===== config.mk =====
export PLATFORM = sky130hd
export DESIGN_NAME = uart_rx_fifo_flow_control_unit_flat
export DESIGN_NICKNAME = d
export VERILOG_FILES = /design/src/urff_pkg.sv /design/src/urff_in_if.sv /design/src/urff_out_if.sv /design/src/urff_mem.sv /design/src/uart_rx_fifo_flow_control_unit.sv /design/src/flat_wrapper.sv
export SDC_FILE = /design/constraint.sdc
export NUM_CORES = 1
export LEC_CHECK = 0
export BUFFER_PORTS_ARGS = -buffer_cell sky130_fd_sc_hd__buf_2
export CORE_AREA = 2 2 144 146
export DETAILED_ROUTE_END_ITERATION = 12
export DIE_AREA = 0 0 146 148
export GPL_ROUTABILITY_DRIVEN = 0
export GPL_TIMING_DRIVEN = 0
export SLEW_MARGIN = 20
export SYNTH_ARGS = -nofsm -noshare
export SYNTH_HDL_FRONTEND = slang
export SYNTH_SLANG_ARGS = --single-unit

===== constraint.sdc =====
create_clock -name clk -period 3.8 [get_ports clk]
set_clock_uncertainty 0.1 [all_clocks]
set_input_delay 0.38 -clock clk [delete_from_list [all_inputs] [get_ports clk]]
set_output_delay 0.38 -clock clk [all_outputs]
set_load 0.01 [all_outputs]

===== src/urff_pkg.sv =====
// Shared types and constants for the UART receive FIFO with flow control.
// Used by the channel interfaces and the top level.
package urff_pkg;

	// action codes of an input word
	localparam logic [1:0] ACT_RX   = 2'd0;
	localparam logic [1:0] ACT_READ = 2'd1;
	localparam logic [1:0] ACT_TX   = 2'd2;
	localparam logic [1:0] ACT_NONE = 2'd3;

	// handshake mode register codes
	localparam logic [1:0] MODE_NONE = 2'd0;
	localparam logic [1:0] MODE_SW   = 2'd1;
	localparam logic [1:0] MODE_HW   = 2'd2;

	// control characters
	localparam logic [7:0] CH_XON  = 8'h11;
	localparam logic [7:0] CH_XOFF = 8'h13;
	localparam logic [7:0] CH_LF   = 8'h0A;
	localparam logic [7:0] CH_CR   = 8'h0D;

	// error flag bit set on FIFO overflow
	localparam logic [2:0] ERR_OVERRUN = 3'b010;

	// width of the reported fill count
	localparam int FILL_W = 4;

	typedef struct packed {
		logic [1:0] action;
		logic [7:0] data_byte;
		logic [2:0] line_errors;
		logic       cts_blocked;
	} in_item_t;

	typedef struct packed {
		logic [7:0]        read_data;
		logic              read_valid;
		logic              tx_valid;
		logic [7:0]        tx_byte;
		logic              tx_blocked;
		logic              rts_level;
		logic [2:0]        error_flags;
		logic              tx_paused;
		logic [FILL_W-1:0] fill_count;
		logic              last;
	} out_item_t;

endpackage


===== src/urff_in_if.sv =====
// Input channel of the UART receive FIFO: valid/ready plus one event word.
// Depends on urff_pkg for the payload type.
interface urff_in_if;
	logic               valid;
	logic               ready;
	urff_pkg::in_item_t data;

	modport source (output valid, output data, input ready);
	modport sink (input valid, input data, output ready);
endinterface


===== src/urff_out_if.sv =====
// Result channel of the UART receive FIFO: valid/ready plus one result word.
// Depends on urff_pkg for the payload type.
interface urff_out_if;
	logic                valid;
	logic                ready;
	urff_pkg::out_item_t data;

	modport source (output valid, output data, input ready);
	modport sink (input valid, input data, output ready);
endinterface


===== src/urff_mem.sv =====
// Byte store of the receive FIFO: one write port, one read port, registered read data.
// Stand-alone; no package needed.
module urff_mem #(
	parameter int DEPTH = 16,
	parameter int AW    = 4
) (
	input  logic          clk,
	input  logic          we,
	input  logic [AW-1:0] waddr,
	input  logic [7:0]    wdata,
	input  logic          re,
	input  logic [AW-1:0] raddr,
	output logic [7:0]    rdata
);

	logic [7:0] mem [DEPTH];
	logic [7:0] rdata_q;

	// write and read the array
	always_ff @(posedge clk) begin
		if (we) begin
			mem[waddr] <= wdata;
		end
		if (re) begin
			rdata_q <= mem[raddr];
		end
	end

	assign rdata = rdata_q;

endmodule


===== src/uart_rx_fifo_flow_control_unit.sv =====
// Top level of the UART receive FIFO with XON/XOFF or RTS/CTS flow control.
// Depends on urff_pkg, urff_in_if, urff_out_if and urff_mem.
//
//  channel  | direction | word
//  ---------+-----------+--------------------------------------------------
//  in_ch    | sink      | action, data_byte, line_errors, cts_blocked
//  out_ch   | source    | read_data, read_valid, tx_*, rts, errors, fill, last
//  cfg      | write     | handshake_mode (cfg_we, cfg_wdata)
//
// An event's result is shown in the cycle after the event is taken;
// one event per cycle is sustained while results are taken.
// A transmitted LF yields CR then LF, so that event holds the result stage for
// both words and stalls the input until the CR is taken.
// Reset clears pointers, flags and the mode; no clearing pass of the store.
// Stalls on out_ch back up into in_ch.ready through the single result stage.
module uart_rx_fifo_flow_control_unit #(
	parameter int FIFO_DEPTH = 16
) (
	input  logic       clk,
	input  logic       arst_n,
	urff_in_if.sink    in_ch,
	urff_out_if.source out_ch,
	input  logic       cfg_we,
	input  logic [1:0] cfg_wdata
);

	localparam int PW = $clog2(FIFO_DEPTH);
	localparam logic [PW-1:0] LAST_IDX  = PW'(FIFO_DEPTH - 1);
	localparam logic [PW-1:0] FULL_MARK = PW'(FIFO_DEPTH - 1);
	localparam logic [PW-1:0] HIGH_MARK = PW'(FIFO_DEPTH - 4);

	// architectural state
	logic [1:0]    mode_q;
	logic [PW-1:0] wp_q, rp_q;
	logic          paused_q, xsent_q, rts_q;
	logic [2:0]    err_q;

	// result stage
	logic          vld_s1, two_s1;
	logic          rvalid_s1, txv_s1, blk_s1, rts_s1, paused_s1;
	logic [7:0]    txb_s1;
	logic [2:0]    err_s1;
	logic [urff_pkg::FILL_W-1:0] fill_s1;
	logic [7:0]    rdata;

	// next-state and result values
	logic          acc, out_acc;
	logic          sw, hw;
	logic [PW:0]   diff;
	logic [PW-1:0] fill, fill_n;
	logic [PW-1:0] wp_inc, rp_inc;
	logic          we, re, blocked;
	logic          paused_n, xsent_n, rts_n;
	logic [2:0]    err_n;
	logic          rvalid_n, txv_n, blk_n, two_n, res_n;
	logic [7:0]    txb_n;
	logic [PW+urff_pkg::FILL_W-1:0] fill_wide;
	urff_pkg::in_item_t it;

	assign it      = in_ch.data;
	assign acc     = in_ch.valid && in_ch.ready;
	assign out_acc = out_ch.valid && out_ch.ready;
	assign sw      = mode_q == urff_pkg::MODE_SW;
	assign hw      = mode_q == urff_pkg::MODE_HW;

	// take a new word when the result stage is free or empties now
	assign in_ch.ready = !vld_s1 || (out_ch.ready && !two_s1);

	// current fill, modulo the depth
	assign diff   = {1'b0, wp_q} - {1'b0, rp_q};
	assign fill   = diff[PW] ? PW'(diff + (PW+1)'(FIFO_DEPTH)) : diff[PW-1:0];
	assign wp_inc = (wp_q == LAST_IDX) ? '0 : wp_q + 1'b1;
	assign rp_inc = (rp_q == LAST_IDX) ? '0 : rp_q + 1'b1;

	// decide the effect of one event
	always_comb begin
		we       = 1'b0;
		re       = 1'b0;
		blocked  = (sw && paused_q) || (hw && it.cts_blocked);
		paused_n = paused_q;
		xsent_n  = xsent_q;
		rts_n    = rts_q;
		err_n    = err_q;
		fill_n   = fill;
		rvalid_n = 1'b0;
		txv_n    = 1'b0;
		txb_n    = 8'h00;
		blk_n    = 1'b0;
		two_n    = 1'b0;
		res_n    = 1'b1;
		unique case (it.action)
			urff_pkg::ACT_RX: begin
				err_n = err_q | it.line_errors;
				if (sw && it.data_byte == urff_pkg::CH_XOFF) begin
					paused_n = 1'b1;
				end else if (sw && it.data_byte == urff_pkg::CH_XON) begin
					paused_n = 1'b0;
				end else if (fill >= FULL_MARK) begin
					err_n = err_n | urff_pkg::ERR_OVERRUN;
				end else begin
					if (fill >= HIGH_MARK) begin
						if (sw && !xsent_q) begin
							txv_n   = 1'b1;
							txb_n   = urff_pkg::CH_XOFF;
							err_n   = 3'b000;
							xsent_n = 1'b1;
						end else if (hw) begin
							rts_n = 1'b1;
						end
					end
					we     = 1'b1;
					fill_n = fill + 1'b1;
				end
			end
			urff_pkg::ACT_READ: begin
				if (fill != '0) begin
					re       = 1'b1;
					rvalid_n = 1'b1;
					fill_n   = fill - 1'b1;
					if (fill_n < HIGH_MARK) begin
						if (xsent_q) begin
							txv_n   = 1'b1;
							txb_n   = urff_pkg::CH_XON;
							err_n   = 3'b000;
							xsent_n = 1'b0;
						end else if (hw) begin
							rts_n = 1'b0;
						end
					end
				end
			end
			urff_pkg::ACT_TX: begin
				if (blocked) begin
					blk_n = 1'b1;
				end else begin
					err_n = 3'b000;
					txv_n = 1'b1;
					txb_n = it.data_byte;
					two_n = it.data_byte == urff_pkg::CH_LF;
				end
			end
			urff_pkg::ACT_NONE: begin
				res_n = 1'b0;
			end
			default: begin
				res_n = 1'b0;
			end
		endcase
	end

	assign fill_wide = {{urff_pkg::FILL_W{1'b0}}, fill_n};

	// hold the mode register
	always_ff @(posedge clk or negedge arst_n) begin
		if (!arst_n) begin
			mode_q <= urff_pkg::MODE_NONE;
		end else if (cfg_we) begin
			mode_q <= cfg_wdata;
		end
	end

	// advance pointers and flags on each accepted word
	always_ff @(posedge clk or negedge arst_n) begin
		if (!arst_n) begin
			wp_q     <= '0;
			rp_q     <= '0;
			paused_q <= 1'b0;
			xsent_q  <= 1'b0;
			rts_q    <= 1'b0;
			err_q    <= 3'b000;
		end else if (acc) begin
			if (we) begin
				wp_q <= wp_inc;
			end
			if (re) begin
				rp_q <= rp_inc;
			end
			paused_q <= paused_n;
			xsent_q  <= xsent_n;
			rts_q    <= rts_n;
			err_q    <= err_n;
		end
	end

	// result stage control
	always_ff @(posedge clk or negedge arst_n) begin
		if (!arst_n) begin
			vld_s1 <= 1'b0;
			two_s1 <= 1'b0;
		end else if (acc) begin
			vld_s1 <= res_n;
			two_s1 <= res_n && two_n;
		end else if (out_acc) begin
			// CR goes first, then the LF stays for one more word
			vld_s1 <= two_s1;
			two_s1 <= 1'b0;
		end
	end

	// result stage payload
	always_ff @(posedge clk) begin
		if (acc) begin
			rvalid_s1 <= rvalid_n;
			txv_s1    <= txv_n;
			txb_s1    <= txb_n;
			blk_s1    <= blk_n;
			rts_s1    <= rts_n;
			err_s1    <= err_n;
			paused_s1 <= paused_n;
			fill_s1   <= fill_wide[urff_pkg::FILL_W-1:0];
		end
	end

	urff_mem #(
		.DEPTH (FIFO_DEPTH),
		.AW    (PW)
	) u_mem (
		.clk   (clk),
		.we    (acc && we),
		.waddr (wp_q),
		.wdata (it.data_byte),
		.re    (acc && re),
		.raddr (rp_q),
		.rdata (rdata)
	);

	// drive the result word
	assign out_ch.valid            = vld_s1;
	assign out_ch.data.read_data   = rvalid_s1 ? rdata : 8'h00;
	assign out_ch.data.read_valid  = rvalid_s1;
	assign out_ch.data.tx_valid    = txv_s1;
	assign out_ch.data.tx_byte     = two_s1 ? urff_pkg::CH_CR : txb_s1;
	assign out_ch.data.tx_blocked  = blk_s1;
	assign out_ch.data.rts_level   = rts_s1;
	assign out_ch.data.error_flags = err_s1;
	assign out_ch.data.tx_paused   = paused_s1;
	assign out_ch.data.fill_count  = fill_s1;
	assign out_ch.data.last        = !two_s1;

	// pointers stay inside the ring
	a_ptr_range: assert property (@(posedge clk) disable iff (!arst_n)
		wp_q <= LAST_IDX && rp_q <= LAST_IDX)
		else $error("FIFO pointer out of range");

	// a pending CR always sits in a valid result stage
	a_two_valid: assert property (@(posedge clk) disable iff (!arst_n)
		two_s1 |-> vld_s1)
		else $error("CR pending without a valid result");

	// after CR is taken the LF follows as the last word
	a_lf_follows: assert property (@(posedge clk) disable iff (!arst_n)
		(out_acc && two_s1) |=> (vld_s1 && !two_s1))
		else $error("LF did not follow CR");

	// a read of a non-empty FIFO advances the read pointer
	a_read_adv: assert property (@(posedge clk) disable iff (!arst_n)
		(acc && it.action == urff_pkg::ACT_READ && fill != '0) |=> rp_q != $past(rp_q))
		else $error("read pointer did not advance");

	// input stalls only behind a held result
	a_stall_src: assert property (@(posedge clk) disable iff (!arst_n)
		!in_ch.ready |-> vld_s1)
		else $error("input stalled with empty result stage");

endmodule


===== src/flat_wrapper.sv =====
// flat-port wrapper written by rule: the top's interface ports become plain ports
module uart_rx_fifo_flow_control_unit_flat 
#(
	parameter int FIFO_DEPTH = 16
)
  (clk, arst_n, cfg_we, cfg_wdata, in_ch_valid, in_ch_data, in_ch_ready, out_ch_valid, out_ch_data, out_ch_ready);
  urff_in_if in_ch_i ();
  urff_out_if out_ch_i ();
  input  logic clk;
  input  logic arst_n;
  input  logic cfg_we;
  input  logic [1:0] cfg_wdata;
  input wire logic [$bits(in_ch_i.valid)-1:0] in_ch_valid;
  input wire logic [$bits(in_ch_i.data)-1:0] in_ch_data;
  output wire logic [$bits(in_ch_i.ready)-1:0] in_ch_ready;
  output wire logic [$bits(out_ch_i.valid)-1:0] out_ch_valid;
  output wire logic [$bits(out_ch_i.data)-1:0] out_ch_data;
  input wire logic [$bits(out_ch_i.ready)-1:0] out_ch_ready;
  assign in_ch_i.valid = in_ch_valid;
  assign in_ch_i.data = in_ch_data;
  assign in_ch_ready = in_ch_i.ready;
  assign out_ch_valid = out_ch_i.valid;
  assign out_ch_data = out_ch_i.data;
  assign out_ch_i.ready = out_ch_ready;
  uart_rx_fifo_flow_control_unit #(.FIFO_DEPTH(FIFO_DEPTH)) u_core (.clk(clk), .arst_n(arst_n), .in_ch(in_ch_i), .out_ch(out_ch_i), .cfg_we(cfg_we), .cfg_wdata(cfg_wdata));
endmodule

==> flow_summary_export.csv, run 1 <==
group,metric,value,unit
floorplanning,die_h,148,um
worst_setup_path,worstPathRequired,3.77,ns
sta,period_share,95.7,%
drt,drtPass1Iterations,7,
sta,fmax,275,MHz
place,post_dp_cell_area,8180,um^2
logic_synthesis,syn_avg_cell_area,17.1,um^2
grt,grt_use_total,15.2,%
worst_hold_path,holdPathStages,3,
sta,max_slew.worst_pin.slew,0.881,ns
drt,drt_iter0_drc,390,
clock_tree,cts_tree,"done",
worst_hold_path,hold_path.class,"input pin to register",
final_layout,drive_gt1_share,34.2,%
sta,finalCriticalPeriod,3.64,ns
clock_tree,clk_pin_slew,0.06,ns
drt,routed_wl,15.9,mm
logic_synthesis,yosysSeqAreaShare,68.0,%
floorplanning,core,20000,um^2
worst_setup_path,crit_path_max_incr_delay,0.57,ns
status,status,"finished clean",
drt,antenna_left,0,
logic_synthesis,synthDistinctLibCells,60,
worst_setup_path,reg2regPathDepth,9,
clock_tree,insertion_delay,0.43,ns
power_and_ir_drop,irDropWorstVdd,316,uV
logic_synthesis,synth_area_leaders,"edfxtp_1 (62%), mux4_2 (12%), dfrtp_1 (6.0%)",
power_and_ir_drop,pwr_density_cell,733,nW/um^2
place,io_buffer_count,49,
sta,rsz0062_at_grt,"false",
clock_tree,htree_levels,4,
logic_synthesis,mappedNetlistArea,7550,um^2
logic_synthesis,synth_top_area_share,62.1,%
power_and_ir_drop,p_leak,3.11,nW
sta,setup_violations,0,
final_layout,nets,548,
worst_setup_path,rrSetupSlack,0.16,ns
sta,slew_viol_final,0,
worst_setup_path,cp.arrival,3.61,ns
floorplanning,io_pins,52,
worst_setup_path,rr_endpoint,"u_core.u_mem.mem[12][2]",
grt,grt_pass1_vias,4311,
drt,wl_per_cell,19.9,um
drt,drc,0,
worst_setup_path,critPathMaxFanout,10,
logic_synthesis,yosys_warnings,0,
sta,hold_violations,0,
floorplanning,die_area,21600,um^2
flow_run,timing.max_cap.violations,0,
grt,grt_pass1_wl,24.6,mm
worst_hold_path,holdPathEnd,"u_core.out_ch.valid",
grt,grt_overflow,0,
worst_setup_path,path_cells,"clkbuf_2 > buf_2 > inv_1 > fa_1 > ha_1 > a41oi_2 > and3_4 > and2_4 > and3_1",
logic_synthesis,synth_seq_cells,174,
worst_setup_path,end_kind,"register",
logic_synthesis,synthArstFlopShare,10.3,%
floorplanning,core.rowCount,52,
sta,slew-limit-headroom,40.9,%
logic_synthesis,yosys_most_used_dff,"edfxtp_1",
worst_setup_path,cp_slowest_cell,"fa_1",
final_layout,n_antenna_cell,0,
worst_setup_path,cp-start-kind,"register",
clock_tree,cts_buffers,17,
clock_tree,root_buffer,"clkbuf_16",
floorplanning,start_util,37.7,%
final_layout,fin_area,8870,um^2
grt,antenna_found_initial,0,
drt,vias,4183,
logic_synthesis,synthCells,440,
drt,vias_per_cell,5.24,
logic_synthesis,syn-num-nets,472,
place,dp_hpwl,10.5,mm
logic_synthesis,synth_top_area_cell,"edfxtp_1",
worst_hold_path,hp-start,"in_ch_valid",
clock_tree,cts_sinks,174,
sta,setup_tns,0,ns
logic_synthesis,synth_most_common_cell,"edfxtp_1",
clock_tree,cts_max_path_buffers,2,
final_layout,synthToLayoutAreaGrowth,17.6,%
grt,grt_max_degree,30,
logic_synthesis,synth-edff-count,156,
floorplanning,die_w,146,um
logic_synthesis,yosys-top-cells-count,"edfxtp_1 (156), mux4_2 (40), nand2_1 (24)",
worst_setup_path,reg2reg_from,"u_core.rp_q[1]",
worst_setup_path,critPathKind,"register to register",
worst_setup_path,startpoint,"u_core.rp_q[1]",
==> state kept, by name, summed over array words and instances (netlist names), 2 cells and up <==
signal	cells
u_core.u_mem.rdata	8
u_core.mode_q	2
u_core.u_mem.mem	128
u_core.rp_q	4
u_core.err_s1	3
u_core.err_q	3
u_core.wp_q	4
u_core.fill_s1	4
u_core.txb_s1	8
==> how the worst max path moves through the flow <==
stage	endpoint	slack, ns	cells past startpoint
2_1_floorplan	u_core.u_mem.mem[4][0]	0.28	8
3_3_place_gp	u_core.u_mem.mem[5][4]	-1.12	8
3_5_place_dp	u_core.u_mem.mem[5][0]	-0.54	9
4_1_cts	u_core.rp_q[3]	0.0004	11
5_1_grt	u_core.u_mem.mem[7][0]	0.02	10
6_report	u_core.u_mem.mem[12][2]	0.16	9
==> per-stage QoR <==
stage | utilization, % | std cells | total power [mW] | hold WS, ns | setup WS [ns]
final | 44.3 | 799 | 6.50 | 0.0796 | 0.165
after global routing | 44.3 | 799 | 6.83 | 0.0733 | 0.0168
after CTS | 44.1 | 797 | 6.54 | 0.0543 | 0.000351
after detailed placement | 40.8 | 763 | 4.69 | 0.272 | -0.542
after global placement | 40.6 | 759 | 4.64 | 0.266 | -1.12
after floorplan | - | 440 | 4.10 | -0.0156 | 0.282
==> cell type report <==
class / instances / area (um^2)
fillers: 1811 / 11200
flip-flops and latches: 174 / 5130
multi-input cells: 228 / 2290
clock buffers: 17 / 425
well taps: 270 / 338
repair buffers: 57 / 308
clock inverters: 15 / 198
plain buffers: 23 / 123
inverters: 15 / 56.3
==> kinds of logic (layout without fill, tap and decap cells) <==
family          after synthesis  count (layout)  synth area share (%)
compound gates               58              58                  5.49
xor+xnor                      7               7                 0.912
fa+ha+maj                    11              11                  1.92
buf+inv                      38             127                  2.34
flops                       174             174                  68.0
mux                          46              46                  12.9
simple gates                106             106                  8.37
==> metal layers <==
| metal | vias up | track usage [%] | share of wire (%) |
|---|---|---|---|
| met4 | 0 | 4.22 | 1.2 |
| li1 | 1904 | - | - |
| met1 | 2137 | 21.0 | 46 |
| met5 | - | 0 | 0 |
| met3 | 19 | 3.30 | 4.1 |
| met2 | 123 | 24.8 | 49 |
==> power breakdown <==
part	leakage, nW	total [mW]	switching [mW]	internal, mW
sequential	1.65	2.38	0.0900	2.29
clock	0.300	1.83	0.773	1.06
combinational	1.17	2.29	1.31	0.982
==> critical path, delay by kind of cell (launching register included) <==
family	cells	cell delay, ns
compound gates	1	0.34
flops	1	0.35
fa+ha+maj	2	0.89
simple gates	3	0.86
buf+inv	3	0.76
==> cells in the final DEF (no fill, tap or decap), types with 6 or more instances in the layout <==
cell and instances:
o21ai_0 10, buf_2 56, mux4_2 40, nand3_1 6
a31oi_1 6, clkbuf_1 8, clkbuf_16 17, nand2_1 24
and3_2 7, edfxtp_1 156, dfrtp_1 18, nor2b_1 8
a21oi_1 12, inv_1 13, buf_4 14, ha_1 10
nor2_1 9, and2_1 13
==> what timing repair did <==
| item | 4_1_cts | 5_1_grt |
|---|---|---|
| buffers inserted | 1 | 2 |
| endpoints found under the hold margin | 18 | 0 |
| resized for setup | 6 | 12 |
| pin swaps | 2 | 1 |
| hold buffers | 1 | 0 |
| endpoints found under the setup margin | 150 | 110 |
Power figures use the tool's default switching activity.
==> run 2: changes to the inputs <==
==> constraint.sdc (replaced) <==
create_clock -name clk -period 3.4 [get_ports clk]
set_clock_uncertainty 0.1 [all_clocks]
set_input_delay 0.34 -clock clk [delete_from_list [all_inputs] [get_ports clk]]
set_output_delay 0.34 -clock clk [all_outputs]
set_load 0.01 [all_outputs]
==> flow_summary_export.csv, run 2 (same netlist as run 1, synthesis figures left out) <==
group,metric,value,unit
final_layout,drive_gt1_share,34.4,%
sta,rsz0062_at_grt,"false",
grt,grt_pass1_wl,24.7,mm
clock_tree,root_buffer,"clkbuf_16",
final_layout,nets,551,
drt,vias,4132,
sta,fmax,308,MHz
final_layout,synthToLayoutAreaGrowth,18.4,%
worst_setup_path,crit_path_max_incr_delay,0.53,ns
floorplanning,die_area,21600,um^2
grt,grt_max_degree,30,
place,io_buffer_count,49,
drt,antenna_left,0,
drt,drtPass1Iterations,5,
sta,fin_hold_ws,0.0360,ns
clock_tree,htree_levels,4,
worst_setup_path,end_kind,"register",
floorplanning,die_h,148,um
grt,grt_pass1_vias,4324,
sta,setup_violations,0,
power_and_ir_drop,p_leak,3.14,nW
floorplanning,core,20000,um^2
final_layout,layout_commonest_cell,"edfxtp_1",
place,post_dp_cell_area,8180,um^2
worst_setup_path,path_buf_inv,4,
worst_hold_path,hp-start,"in_ch_valid",
worst_setup_path,rr_endpoint,"u_core.err_s1[1]",
clock_tree,cts_tree,"done",
floorplanning,core.rowCount,52,
worst_setup_path,path_cells,"inv_2 > ha_1 > inv_1 > fa_2 > ha_2 > inv_1 > o2111ai_1 > nor4_4 > mux2i_1 > o22a_2 > inv_2 > o32ai_1",
worst_setup_path,critPathMaxFanout,6,
drt,wl_per_cell,19.8,um
final_layout,n_antenna_cell,0,
drt,drt_iter0_drc,428,
worst_setup_path,critPathKind,"register to register",
final_layout,largest_register_ffs,128,
worst_hold_path,hold_path.class,"input pin to register",
floorplanning,io_pins,52,
drt,routed_wl,15.9,mm
sta,max_slew.worst_pin.slew,0.846,ns
grt,gr-usage-met1,21.0,%
final_layout,layout_common_cells,"edfxtp_1 (156), buf_2 (55), mux4_2 (40), nand2_1 (24)",
grt,antenna_found_initial,0,
final_layout,regMostFlops,"u_core.u_mem.mem",
grt,grt_overflow,0,
floorplanning,die_w,146,um
power_and_ir_drop,irDropWorstVdd,361,uV
worst_setup_path,cp.arrival,3.31,ns
worst_setup_path,cp-start-kind,"register",
grt,use_met3,3.30,%
worst_setup_path,worstPathRequired,3.47,ns
worst_setup_path,cp_slowest_cell,"fa_2",
clock_tree,cts_buffers,17,
worst_hold_path,holdPathEnd,"u_core.out_ch.valid",
drt,vias_per_cell,5.15,
sta,slew_viol_final,0,
clock_tree,clk_pin_slew,0.07,ns
worst_setup_path,reg2regPathDepth,12,
final_layout,fin_area,8930,um^2
sta,slew-limit-headroom,43.2,%
worst_setup_path,reg2reg_from,"u_core.wp_q[0]",
clock_tree,cts_sinks,174,
power_and_ir_drop,pwr_density_cell,821,nW/um^2
power_and_ir_drop,power,7.33,mW
grt,grt_use_total,15.3,%
sta,finalCriticalPeriod,3.24,ns
final_layout,final_core_util,44.6,%
place,dp_hpwl,10.5,mm
drt,drc,0,
grt,grt_use_met2,24.8,%
clock_tree,cts_max_path_buffers,2,
floorplanning,start_util,37.7,%
worst_setup_path,rrSetupSlack,0.16,ns
worst_hold_path,holdPathStages,3,
grt,busiest_layer,"met2",
sta,period_share,95.4,%
flow_run,timing.max_cap.violations,0,
clock_tree,insertion_delay,0.43,ns
sta,hold_violations,0,
status,status,"finished clean",
worst_setup_path,cpLargestDelayFamily,"adder cells",
==> run 2: changes by cell type in the layout (fill, tap and decap cells not counted), sizes merged <==
cell and change:
buf +4, clkbuf -1
==> run 2: power breakdown <==
group / internal, mW / leakage (nW) / total, mW / switching [mW]
logic: 1.13 / 1.19 / 2.62 / 1.49
clock network: 1.18 / 0.300 / 2.05 / 0.869
registers: 2.55 / 1.65 / 2.66 / 0.104
==> run 2: worst reg2reg max path, stage by stage, from the launching register on <==
cell       delay, ns
dfrtp_1         0.42
inv_2           0.13
ha_1            0.19
inv_1           0.07
fa_2            0.53
ha_2            0.26
inv_1           0.11
o2111ai_1       0.17
nor4_4          0.45
mux2i_1         0.13
o22a_2          0.26
inv_2           0.10
o32ai_1         0.10
==> run 2: layout make-up <==
type / count / area, um^2
inverter: 15 / 58.8
timing repair buffer: 61 / 350
buffer: 22 / 120
multi-input combinational: 228 / 2310
clock inverter: 15 / 198
tap: 270 / 338
sequential: 174 / 5130
fill: 1803 / 11100
clock buffer: 17 / 425
==> run 2: worst max-delay path by stage <==
stage / start / end / slack, ns / cells after the start
after global routing: u_core.rp_q[2] / u_core.u_mem.mem[11][7] / 0.02 / 8
after CTS: u_core.rp_q[1] / u_core.u_mem.mem[15][2] / 0.02 / 9
after detailed placement: u_core.rp_q[1] / u_core.u_mem.mem[5][0] / -0.94 / 9
after floorplan: u_core.rp_q[1] / u_core.u_mem.mem[4][0] / -0.12 / 8
after global placement: u_core.rp_q[1] / u_core.u_mem.mem[5][4] / -1.52 / 8
final: u_core.wp_q[0] / u_core.err_s1[1] / 0.16 / 12
==> run 2: per-layer routing <==
layer	vias to the layer above	routed length [um]
met5	-	0
met4	0	178
met3	16	653
met2	105	7700
met1	2107	7340
li1	1904	-
==> run 2: what timing repair did <==
item,CTS,global route
pin swaps,3,1
hold buffers,1,0
resized for setup,13,10
hold endpoints to repair,18,0
buffers inserted,5,2
endpoints found under the setup margin,160,111
==> run 2: through the flow <==
stage / setup TNS [ns] / setup slack, ns / cells
final: 0 / 0.157 / 802
after global placement: -121.08 / -1.52 / 759
after CTS: 0 / 0.0165 / 801
after detailed placement: -114.04 / -0.942 / 763
after global routing: 0 / 0.0202 / 802
after floorplan: -3.69 / -0.118 / 440
